[config.mk]
export PLATFORM = sky130hd
export DESIGN_NAME = ght_queue
export DESIGN_NICKNAME = d
export VERILOG_FILES = /design/src/design/ght_pkg.sv /design/src/design/ght_queue.sv
export SDC_FILE = /design/constraint.sdc
export NUM_CORES = 1
export LEC_CHECK = 0
export BUFFER_PORTS_ARGS = -buffer_cell sky130_fd_sc_hd__buf_2
export CORE_ASPECT_RATIO = 1.5
export CORE_MARGIN = 2
export CORE_UTILIZATION = 51
export CTS_CLUSTER_SIZE = 30
export DETAILED_ROUTE_END_ITERATION = 8
export PLACE_DENSITY = 0.77
export SLEW_MARGIN = 0
export SYNTH_ARGS = -nofsm -noshare
export SYNTH_HDL_FRONTEND = slang
export SYNTH_SLANG_ARGS = --single-unit
[constraint.sdc]
create_clock -name clk -period 9.85 [get_ports clk]
set_input_delay 1.97 -clock clk [delete_from_list [all_inputs] [get_ports clk]]
set_output_delay 1.97 -clock clk [all_outputs]
set_load 0.1 [all_outputs]
[src/design/ght_pkg.sv]
`default_nettype none

package ght_pkg;

    localparam int SLOTS       = 1024;
    localparam int INDEX_BITS  = 20;
    localparam int HANDLE_BITS = 32;
    localparam int GEN_BITS    = HANDLE_BITS - INDEX_BITS;
    localparam int SLOT_BITS   = $clog2(SLOTS);
    localparam int CNT_BITS    = $clog2(SLOTS + 1);
    localparam int PAYLOAD_BITS = 64;
    localparam int STAGE_BITS  = 2;
    localparam int CMD_BITS    = 2;
    localparam int STATUS_BITS = 2;
    localparam int Q_DEPTH     = 2;
    localparam int Q_PTR_BITS  = $clog2(Q_DEPTH);
    localparam int Q_CNT_BITS  = $clog2(Q_DEPTH + 1);

    localparam logic [CMD_BITS-1:0] CMD_CREATE  = 2'd0;
    localparam logic [CMD_BITS-1:0] CMD_DESTROY = 2'd1;
    localparam logic [CMD_BITS-1:0] CMD_LOOKUP  = 2'd2;

    localparam logic [STATUS_BITS-1:0] ST_OK   = 2'd0;
    localparam logic [STATUS_BITS-1:0] ST_BAD  = 2'd1;
    localparam logic [STATUS_BITS-1:0] ST_FULL = 2'd2;
    localparam logic [STATUS_BITS-1:0] ST_ZERO = 2'd3;

    localparam logic [STAGE_BITS-1:0] STAGE_VERTEX = 2'd0;
    localparam logic [STAGE_BITS-1:0] STAGE_BAD    = 2'd3;

    typedef struct packed {
        logic [CMD_BITS-1:0]     command;
        logic [HANDLE_BITS-1:0]  handle_in;
        logic [PAYLOAD_BITS-1:0] payload_in;
        logic [STAGE_BITS-1:0]   stage_in;
    } ght_req_t;

    typedef struct packed {
        logic [STATUS_BITS-1:0]  status;
        logic [HANDLE_BITS-1:0]  handle_out;
        logic [PAYLOAD_BITS-1:0] payload_out;
        logic [STAGE_BITS-1:0]   stage_out;
    } ght_rsp_t;

    typedef enum logic [1:0] {
        OP_CREATE,
        OP_DESTROY,
        OP_LOOKUP,
        OP_REJECT
    } op_kind_t;

    typedef struct packed {
        op_kind_t                kind;
        logic [STATUS_BITS-1:0]  status;
        logic [SLOT_BITS-1:0]    idx;
        logic [GEN_BITS-1:0]     gen;
        logic [PAYLOAD_BITS-1:0] payload;
        logic [STAGE_BITS-1:0]   stage;
    } ght_op_t;

    typedef enum logic [1:0] {
        BK_IDLE,
        BK_STACK,
        BK_READ
    } bk_state_t;

endpackage

`default_nettype wire

[src/design/ght_queue.sv]
`default_nettype none

module ght_queue
    import ght_pkg::*;
(
    input  wire logic    clk,
    input  wire logic    rst_n,
    input  wire logic    push,
    input  wire ght_op_t push_op,
    input  wire logic    pop,
    output logic         valid,
    output ght_op_t      head
);

    ght_op_t               entry_reg [Q_DEPTH];
    logic [Q_PTR_BITS-1:0] wr_ptr_reg;
    logic [Q_PTR_BITS-1:0] rd_ptr_reg;
    logic [Q_CNT_BITS-1:0] count_reg;
    logic                  do_pop;

    assign valid  = (count_reg != '0);
    assign head   = entry_reg[rd_ptr_reg];
    assign do_pop = pop && valid;

    always_ff @(posedge clk)
    begin
        if (push)
        begin
            entry_reg[wr_ptr_reg] <= push_op;
        end
    end

    always_ff @(posedge clk or negedge rst_n)
    begin
        if (!rst_n)
        begin
            wr_ptr_reg <= '0;
            rd_ptr_reg <= '0;
            count_reg  <= '0;
        end
        else
        begin
            if (push)
            begin
                wr_ptr_reg <= (wr_ptr_reg == Q_PTR_BITS'(Q_DEPTH - 1)) ? '0 : wr_ptr_reg + 1'b1;
            end
            if (do_pop)
            begin
                rd_ptr_reg <= (rd_ptr_reg == Q_PTR_BITS'(Q_DEPTH - 1)) ? '0 : rd_ptr_reg + 1'b1;
            end
            if (push && !do_pop)
            begin
                count_reg <= count_reg + 1'b1;
            end
            else if (do_pop && !push)
            begin
                count_reg <= count_reg - 1'b1;
            end
        end
    end

    assert property (@(posedge clk) disable iff (!rst_n)
        !(push && !do_pop && (count_reg == Q_CNT_BITS'(Q_DEPTH))))
        else $error("queue overflow");

    assert property (@(posedge clk) disable iff (!rst_n)
        count_reg <= Q_CNT_BITS'(Q_DEPTH))
        else $error("queue count out of range");

    assert property (@(posedge clk) disable iff (!rst_n)
        (valid && !pop && !push) |=> (valid && $stable(rd_ptr_reg)))
        else $error("queue head lost without pop");

endmodule

`default_nettype wire

==> impl_metrics.toml <==
[status]
outcome = "finished, final reports clean"

[yosys]
syn-num-nets = 398
synthSimpleGateAreaFrac_pct = 0.3699
netlist_area_sq_um = 7103
synth_top_family_by_area = "multiplexers"
synth-compound-area-share_pct = 0
yosys_warnings = 0
yosys.cell_types.count = 15
ys_ff_latch = 188
avgSynthCellArea_sq_um = 23.60
synth_adder_area_share_pct = 0.1761
synth_seq_area_share_pct = 79.20
synth-xor-area-share_pct = 0.6165
netlist_instances = 301
synthMuxAreaShare_pct = 18.28

[sta]
slew-limit-headroom_pct = 44.44
maxSlewViolCount = 0
tightestPinTransition_ps = 833.4
period_minus_slack_ps = 4838
rsz0062_at_grt = "no"
period_share_pct = 49.12
max_freq_ghz = 0.2067
clock_skew_ps = 10.23
hold_viol = 0
setup_tns_ps = 0
setup_viol = 0

[flow_run]
drv_cap = 0

[floorplan]
core_sq_um = 13530
die_y_um = 148.5
die_w_um = 100.4
fp-row-count = 52
die_area_sq_um = 14910
pin_count = 189
initial_core_util_pct = 52.49

[grt]
grt_use_met2_pct = 31.14
grt_first_pass_wirelength_mm = 19.33
grt_max_degree = 49
grtUsageTotal_pct = 17.39
grt_pass1_vias = 3821
grt_busiest_layer = "met2"
antenna_found_initial = 3
grt_use_met3_pct = 5.310
global_route.usage.met1_pct = 18.23
grt-ovfl-total = 0

[clock_tree]
ctsHoldBuffers = 0
clock_latency_ps = 410
cts.repair.resized = 0
clockBufferDepth = 2
cts_setup_buffers = 0
cts_buffers = 17
cts_tree = "done"
htree_levels = 4
clkSlewWorstSetupHoldPaths_ps = 60
cts.sinks = 188
clock-root-buffer = "clkbuf_16"

[route]
viasPerCell = 5.153
route.detailed.drc = 0
drtIter0Drc = 176
num_vias = 3478
drt_pre_antenna_iters = 4
ant_nets = 0
wirelength_mm = 12.57
wl_per_cell_um = 18.62

[place]
portBuffers = 188
placed_cells = 645
gp_congestion = 0.7461
dp_hpwl_mm = 8.678
postPlaceCellArea_sq_um = 8194

[final_layout]
antenna_cells = 0
mostFrequentLayoutCells = "buf_2 (188), edfxtp_1 (184), mux2_4 (70)"
design_area_sq_um = 8757
nets = 599
final_common_cell = "buf_2"
multi_input_area_sq_um = 1391
drive_above_1_share_pct = 61.60
utilization_pct = 64.71
ff_latch_area_sq_um = 5629
fin_cells = 675
areaGrowthSynthToFinish_pct = 23.29
nFillCells = 974
largest_reg_flops = 184

[critical_path]
crit_arrival_ps = 2870
crit_chain = "buf_4 > mux2_2 > buf_2"
cp_max_fo = 48
critPathMaxStageDelay_ps = 920
critPathLaunchType = "register"
crit_path_top_delay_cell = "dfrtp_4"
path_class = "register to output port"
required_ps = 7880
cp-end-kind = "output port"

[hold_path]
hp-class = "register to register"
==> metal layers <==
metal | part of all wire, % | vias up
met5 | 0.36 | -
met4 | 2.9 | 6
met3 | 6.0 | 26
met2 | 56 | 121
met1 | 35 | 1729
li1 | - | 1596
==> per-stage QoR <==
step	hold slack (ps)	setup WS, ps
6_report	493.7	5012
5_1_grt	541.5	4842
4_1_cts	499.5	4923
3_5_place_dp	487.2	5382
3_3_place_gp	447.7	5440
2_1_floorplan	433.7	3315
==> layout make-up <==
type	count	share of cell area, %
Sequential cell	188	64.28
Tap cell	162	2.315
Timing Repair Buffer	192	11.09
Clock buffer	17	4.858
Clock inverter	13	1.572
Multi-Input combinational cell	103	15.89
==> worst paths after layout <==
check                             startpoint          endpoint  slack (ps)  cells past startpoint
min in group asynchronous              rst_n      count_reg[0]        1360                      1
worst max-delay path              rd_ptr_reg          head[80]        5010                      3
worst max register to register    wr_ptr_reg  entry_reg[1][67]        7800                      2
worst min register to register  count_reg[1]      count_reg[1]         490                      1
max in group asynchronous              rst_n        rd_ptr_reg        8350                      1
worst min-delay path            count_reg[1]      count_reg[1]         490                      1
==> cells by family after synthesis <==
logic type                 after synthesis
DFF                                    188
muxes                                   92
buffers and inverters                   10
xor gates and xnor gates                 5
and+or+nand+nor                          5
adders and majority gates                1
==> cells in the mapped netlist <==
cell type / instances / share of area, %
and2_1: 1 / 0.088
xor2_1: 3 / 0.37
ha_1: 1 / 0.18
buf_2: 2 / 0.14
dfrtp_1: 4 / 1.4
mux2_4: 70 / 15
nor2_1: 1 / 0.053
or2_2: 1 / 0.088
xnor2_1: 2 / 0.25
mux2_2: 22 / 3.5
nand2_1: 1 / 0.053
buf_6: 7 / 1.1
nor2b_1: 1 / 0.088
buf_4: 1 / 0.11
edfxtp_1: 184 / 78
==> worst max-delay path: cells and delay by family, from the launching register on <==
family	cells	cell delay [ps]
buf+inv	2	1190
flops	1	920
mux	1	310
Power is left out: the tool's default activity adds up to more than one toggle a clock period on the data nets, which glitch-free logic cannot reach.
