`config.mk`:
```
export PLATFORM = sky130hd
export DESIGN_NAME = ght_front
export DESIGN_NICKNAME = d
export VERILOG_FILES = /design/src/design/ght_pkg.sv /design/src/design/ght_front.sv
export SDC_FILE = /design/constraint.sdc
export NUM_CORES = 1
export LEC_CHECK = 0
export ABC_CLOCK_PERIOD_IN_PS = 2500
export BUFFER_PORTS_ARGS = -buffer_cell sky130_fd_sc_hd__buf_4
export CORE_MARGIN = 10
export CORE_UTILIZATION = 24
export DETAILED_ROUTE_END_ITERATION = 8
export PLACE_DENSITY = 0.81
export RECOVER_POWER = 100
export SKIP_CTS_REPAIR_TIMING = 1
export SYNTH_ARGS = -nofsm -noshare
export SYNTH_HDL_FRONTEND = slang
export SYNTH_SLANG_ARGS = --single-unit
```
`constraint.sdc`:
```
create_clock -name clk -period 2.5 [get_ports clk]
set_clock_uncertainty 0.1 [all_clocks]
set_input_delay 0.5 -clock clk [delete_from_list [all_inputs] [get_ports clk]]
set_output_delay 0.5 -clock clk [all_outputs]
set_load 0.03 [all_outputs]
```
`src/design/ght_pkg.sv`:
```
`default_nettype none

package ght_pkg;

    localparam int SLOTS       = 1024;
    localparam int INDEX_BITS  = 20;
    localparam int HANDLE_BITS = 32;
    localparam int GEN_BITS    = HANDLE_BITS - INDEX_BITS;
    localparam int SLOT_BITS   = $clog2(SLOTS);
    localparam int CNT_BITS    = $clog2(SLOTS + 1);
    localparam int PAYLOAD_BITS = 64;
    localparam int STAGE_BITS  = 2;
    localparam int CMD_BITS    = 2;
    localparam int STATUS_BITS = 2;
    localparam int Q_DEPTH     = 2;
    localparam int Q_PTR_BITS  = $clog2(Q_DEPTH);
    localparam int Q_CNT_BITS  = $clog2(Q_DEPTH + 1);

    localparam logic [CMD_BITS-1:0] CMD_CREATE  = 2'd0;
    localparam logic [CMD_BITS-1:0] CMD_DESTROY = 2'd1;
    localparam logic [CMD_BITS-1:0] CMD_LOOKUP  = 2'd2;

    localparam logic [STATUS_BITS-1:0] ST_OK   = 2'd0;
    localparam logic [STATUS_BITS-1:0] ST_BAD  = 2'd1;
    localparam logic [STATUS_BITS-1:0] ST_FULL = 2'd2;
    localparam logic [STATUS_BITS-1:0] ST_ZERO = 2'd3;

    localparam logic [STAGE_BITS-1:0] STAGE_VERTEX = 2'd0;
    localparam logic [STAGE_BITS-1:0] STAGE_BAD    = 2'd3;

    typedef struct packed {
        logic [CMD_BITS-1:0]     command;
        logic [HANDLE_BITS-1:0]  handle_in;
        logic [PAYLOAD_BITS-1:0] payload_in;
        logic [STAGE_BITS-1:0]   stage_in;
    } ght_req_t;

    typedef struct packed {
        logic [STATUS_BITS-1:0]  status;
        logic [HANDLE_BITS-1:0]  handle_out;
        logic [PAYLOAD_BITS-1:0] payload_out;
        logic [STAGE_BITS-1:0]   stage_out;
    } ght_rsp_t;

    typedef enum logic [1:0] {
        OP_CREATE,
        OP_DESTROY,
        OP_LOOKUP,
        OP_REJECT
    } op_kind_t;

    typedef struct packed {
        op_kind_t                kind;
        logic [STATUS_BITS-1:0]  status;
        logic [SLOT_BITS-1:0]    idx;
        logic [GEN_BITS-1:0]     gen;
        logic [PAYLOAD_BITS-1:0] payload;
        logic [STAGE_BITS-1:0]   stage;
    } ght_op_t;

    typedef enum logic [1:0] {
        BK_IDLE,
        BK_STACK,
        BK_READ
    } bk_state_t;

endpackage

`default_nettype wire

```
`src/design/ght_front.sv`:
```
`default_nettype none

module ght_front
    import ght_pkg::*;
(
    input  wire logic     clk,
    input  wire logic     rst_n,
    input  wire logic     start,
    input  wire ght_req_t req,
    output logic          busy,
    input  wire logic     slot_taken,
    output logic          push,
    output ght_op_t       push_op
);

    localparam logic [INDEX_BITS:0] SLOTS_LIMIT = (INDEX_BITS + 1)'(SLOTS);

    logic                  busy_reg;
    logic                  busy_next;
    logic [INDEX_BITS-1:0] hidx;
    logic                  handle_ok;

    assign busy = busy_reg;
    assign push = start && !busy_reg;

    always_comb
    begin
        busy_next = busy_reg;
        if (push)
        begin
            busy_next = 1'b1;
        end
        else if (slot_taken)
        begin
            busy_next = 1'b0;
        end
    end

    always_ff @(posedge clk or negedge rst_n)
    begin
        if (!rst_n)
        begin
            busy_reg <= 1'b0;
        end
        else
        begin
            busy_reg <= busy_next;
        end
    end

    assign hidx      = req.handle_in[INDEX_BITS-1:0];
    assign handle_ok = (hidx != '0) && ({1'b0, hidx} < SLOTS_LIMIT);

    always_comb
    begin
        push_op         = '0;
        push_op.idx     = hidx[SLOT_BITS-1:0];
        push_op.gen     = req.handle_in[HANDLE_BITS-1:INDEX_BITS];
        push_op.payload = req.payload_in;
        push_op.stage   = (req.stage_in == STAGE_BAD) ? STAGE_VERTEX : req.stage_in;
        push_op.status  = ST_BAD;
        push_op.kind    = OP_REJECT;
        unique case (req.command)
            CMD_CREATE:
            begin
                if (req.payload_in == '0)
                begin
                    push_op.status = ST_ZERO;
                end
                else
                begin
                    push_op.kind = OP_CREATE;
                end
            end
            CMD_DESTROY:
            begin
                if (handle_ok)
                begin
                    push_op.kind = OP_DESTROY;
                end
            end
            CMD_LOOKUP:
            begin
                if (handle_ok)
                begin
                    push_op.kind = OP_LOOKUP;
                end
            end
            default:
            begin
                push_op.kind = OP_REJECT;
            end
        endcase
    end

endmodule

`default_nettype wire

```
==> results.py <==
metrics = {
    "die": {
        "fp.dieArea_sq_mm": 0.00678,
        "ioPinCount": 198,
        "design.core.area_sq_mm": 0.00372,
        "die_h_um": 82.3,
        "die_x_um": 82.3,
        "rows": 22,
        "start_util_pct": 25.1,
    },
    "logic_synthesis": {
        "synth_nets": 233,
        "synth-seq-cells": 1,
        "synth_cells": 129,
        "muxShareOfSynthArea_pct": 0,
        "synth_xor_area_share_pct": 0,
        "synth_fa_ha_area_share_pct": 0,
        "ys_types": 14,
        "syn_area_per_cell_sq_um": 7.23,
        "synth_top_family_by_area": "buffers and inverters",
        "synth_compound_area_share_pct": 2.82,
        "yosysSeqAreaShare_pct": 2.68,
        "yosys.area_share.simple_pct": 24.0,
        "syn-cell-area_sq_um": 932,
        "yosysWarnings": 0,
    },
    "power": {
        "p_clk_share_pct": 0,
        "finalPower_uw": 468,
        "seq_power_share_pct": 4.6,
        "switching_share_pct": 51.9,
        "power.density_mw_per_mm2": 244,
        "p_leak_uw": 0.000970,
        "vdd_drop_max_mv": 0.201,
        "intPower_uw": 225,
        "comb_power_share_pct": 95.4,
        "switchingPower_uw": 243,
    },
    "setup_path": {
        "end_kind": "output port",
        "cp_cell_sequence": "buf_4 -> nor4_1 -> nand4_1 -> or4_4 -> a22oi_2 -> buf_6",
        "path_buf_inv": 2,
        "critPathKind": "input pin to output port",
        "critPathMaxFanout": 3,
        "cpPeakStageDelay_ns": 0.58,
        "crit_path_start": "req[33]",
        "critPathLaunchType": "input pin",
        "worstPathArrival_ns": 1.94,
        "crit_required_ns": 1.90,
        "critPathSlowestCell": "or4_4",
        "r2r-start": "busy$_DFFE_PN0P_",
        "path_delay_family": "simple AND/OR/NAND/NOR gates",
    },
    "clock_tree": {
        "clk_pin_slew_worst_paths_ns": 0,
        "insertion_delay_ns": 0,
    },
    "timing": {
        "fmaxAchievable_ghz": 0.393,
        "maxSlewViolCount": 0,
        "finalSetupViolCount": 2,
        "setup_slack_ns": -0.0416,
        "tns_ns": -0.0738,
        "fin_crit_sh_pct": 102,
        "layout_min_cycle_time_ns": 2.54,
        "hold_viol_final": 0,
        "rsz0062_at_grt": "true",
    },
    "grt": {
        "grt_pass1_wl_um": 6470,
        "grt_remaining_overflow": 0,
        "grt_usage_pct": 11.9,
        "grt_pass1_vias": 1325,
        "antenna_found_initial": 0,
        "grt_max_degree": 5,
    },
    "cells_and_area": {
        "final_cell_mix": "buf_4 (173), buf_6 (9), nor4_4 (7), nor4_2 (7), nor4_1 (6)",
        "multi_input_area_sq_um": 412,
        "ff_latch_area_sq_um": 25.0,
        "area_growth_pct": 106,
        "drive_gt1_share_pct": 89.0,
        "diodes": 0,
        "largest_register_ffs": 1,
        "final_common_cell": "buf_4",
        "nNetsFinal": 333,
        "fillCellCount": 343,
    },
    "routing": {
        "drc": 0,
        "drt_wl_total_um": 5100,
        "vias_per_cell": 4.33,
        "routedWlPerCell_um": 18.5,
        "drtPass1Iterations": 4,
        "drtIter0Drc": 16,
        "via_count": 1190,
        "postRouteAntennaNets": 0,
    },
    "run": {
        "maxCapViolCount": 0,
    },
    "hold_path": {
        "hold_class": "input pin to asynchronous set/reset pin",
    },
    "placement": {
        "dp_hpwl_um": 4760,
        "port_buffers": 172,
        "place.gp.congestion": 0.827,
    },
    "run_status": {
        "status": "complete, but fails checks",
        "violations": "setup timing",
    },
}
[kinds of logic (layout without fill, tap and decap cells)]
kind of cell	count (synthesis)	after routing
other	1	1
buffers and inverters	87	185
and+or+nand+nor	36	36
AOI/OAI and AO/OA	4	4
DFF	1	1
[path summary, 6_finish.rpt]
kind	endpoint	slack [ns]	cells after the start
min in group clk	busy$_DFFE_PN0P_	0.40	1
hold / removal	busy$_DFFE_PN0P_	0.20	1
setup / recovery	push_op[91]	-0.04	6
setup reg to reg	busy$_DFFE_PN0P_	1.74	2
hold reg to reg	busy$_DFFE_PN0P_	0.40	1
max in group asynchronous	busy$_DFFE_PN0P_	2.01	1
[synthesized netlist by cell type]
library cell	number	area [sq um]
a22oi_1	2	15.0
a31oi_1	1	6.26
nand4_1	4	25.0
nor2_1	4	15.0
nor4_2	1	12.5
nand3_1	1	5.00
or4_4	1	11.3
conb_1	1	3.75
nor3_1	1	5.00
dfrtp_1	1	25.0
buf_4	87	653
a21oi_1	1	5.00
nor4_1	19	119
nor2b_1	5	31.3
[power groups by stage]
stage	Clock, uW	Sequential [uW]	Combinational, uW
5_1_grt	0	22.0	471
2_1_floorplan	0	25.9	285
4_1_cts	0	21.5	425
6_report	0	21.6	447
3_5_place_dp	0	21.4	425
3_3_place_gp	0	21.3	420
[per-stage QoR]
stage | utilization (%) | worst slack [ns] | area (sq um) | instances | hold WS (ns)
after floorplan | - | -0.0784 | 937 | 129 | 0.104
after global placement | 46.6 | -0.260 | 1730 | 275 | 0.175
after detailed placement | 46.6 | -0.262 | 1730 | 275 | 0.176
after CTS | 46.6 | -0.258 | 1730 | 275 | 0.176
after global routing | 51.5 | -0.121 | 1920 | 275 | 0.203
final | 51.5 | -0.0416 | 1920 | 275 | 0.200
[final cells by class]
type / count / area share (%)
Tap cell: 48 / 3.14
Multi-Input combinational cell: 41 / 21.5
Sequential cell: 1 / 1.31
Timing Repair Buffer: 185 / 74.1
[metal layers]
metal | wire length (um) | vias up | global-route usage [%]
met1 | 1350 | 522 | 9.09
li1 | - | 559 | -
met2 | 2750 | 97 | 24.3
met4 | 65 | 0 | 2.55
met3 | 932 | 12 | 7.45
met5 | 0 | - | 0
[worst register-to-register path, stage by stage (launching register included)]
cell	delay, ns
dfrtp_1	0.39
nor2_1	0.10
a21oi_1	0.04
Note: power is estimated with default switching activity, not from simulation.
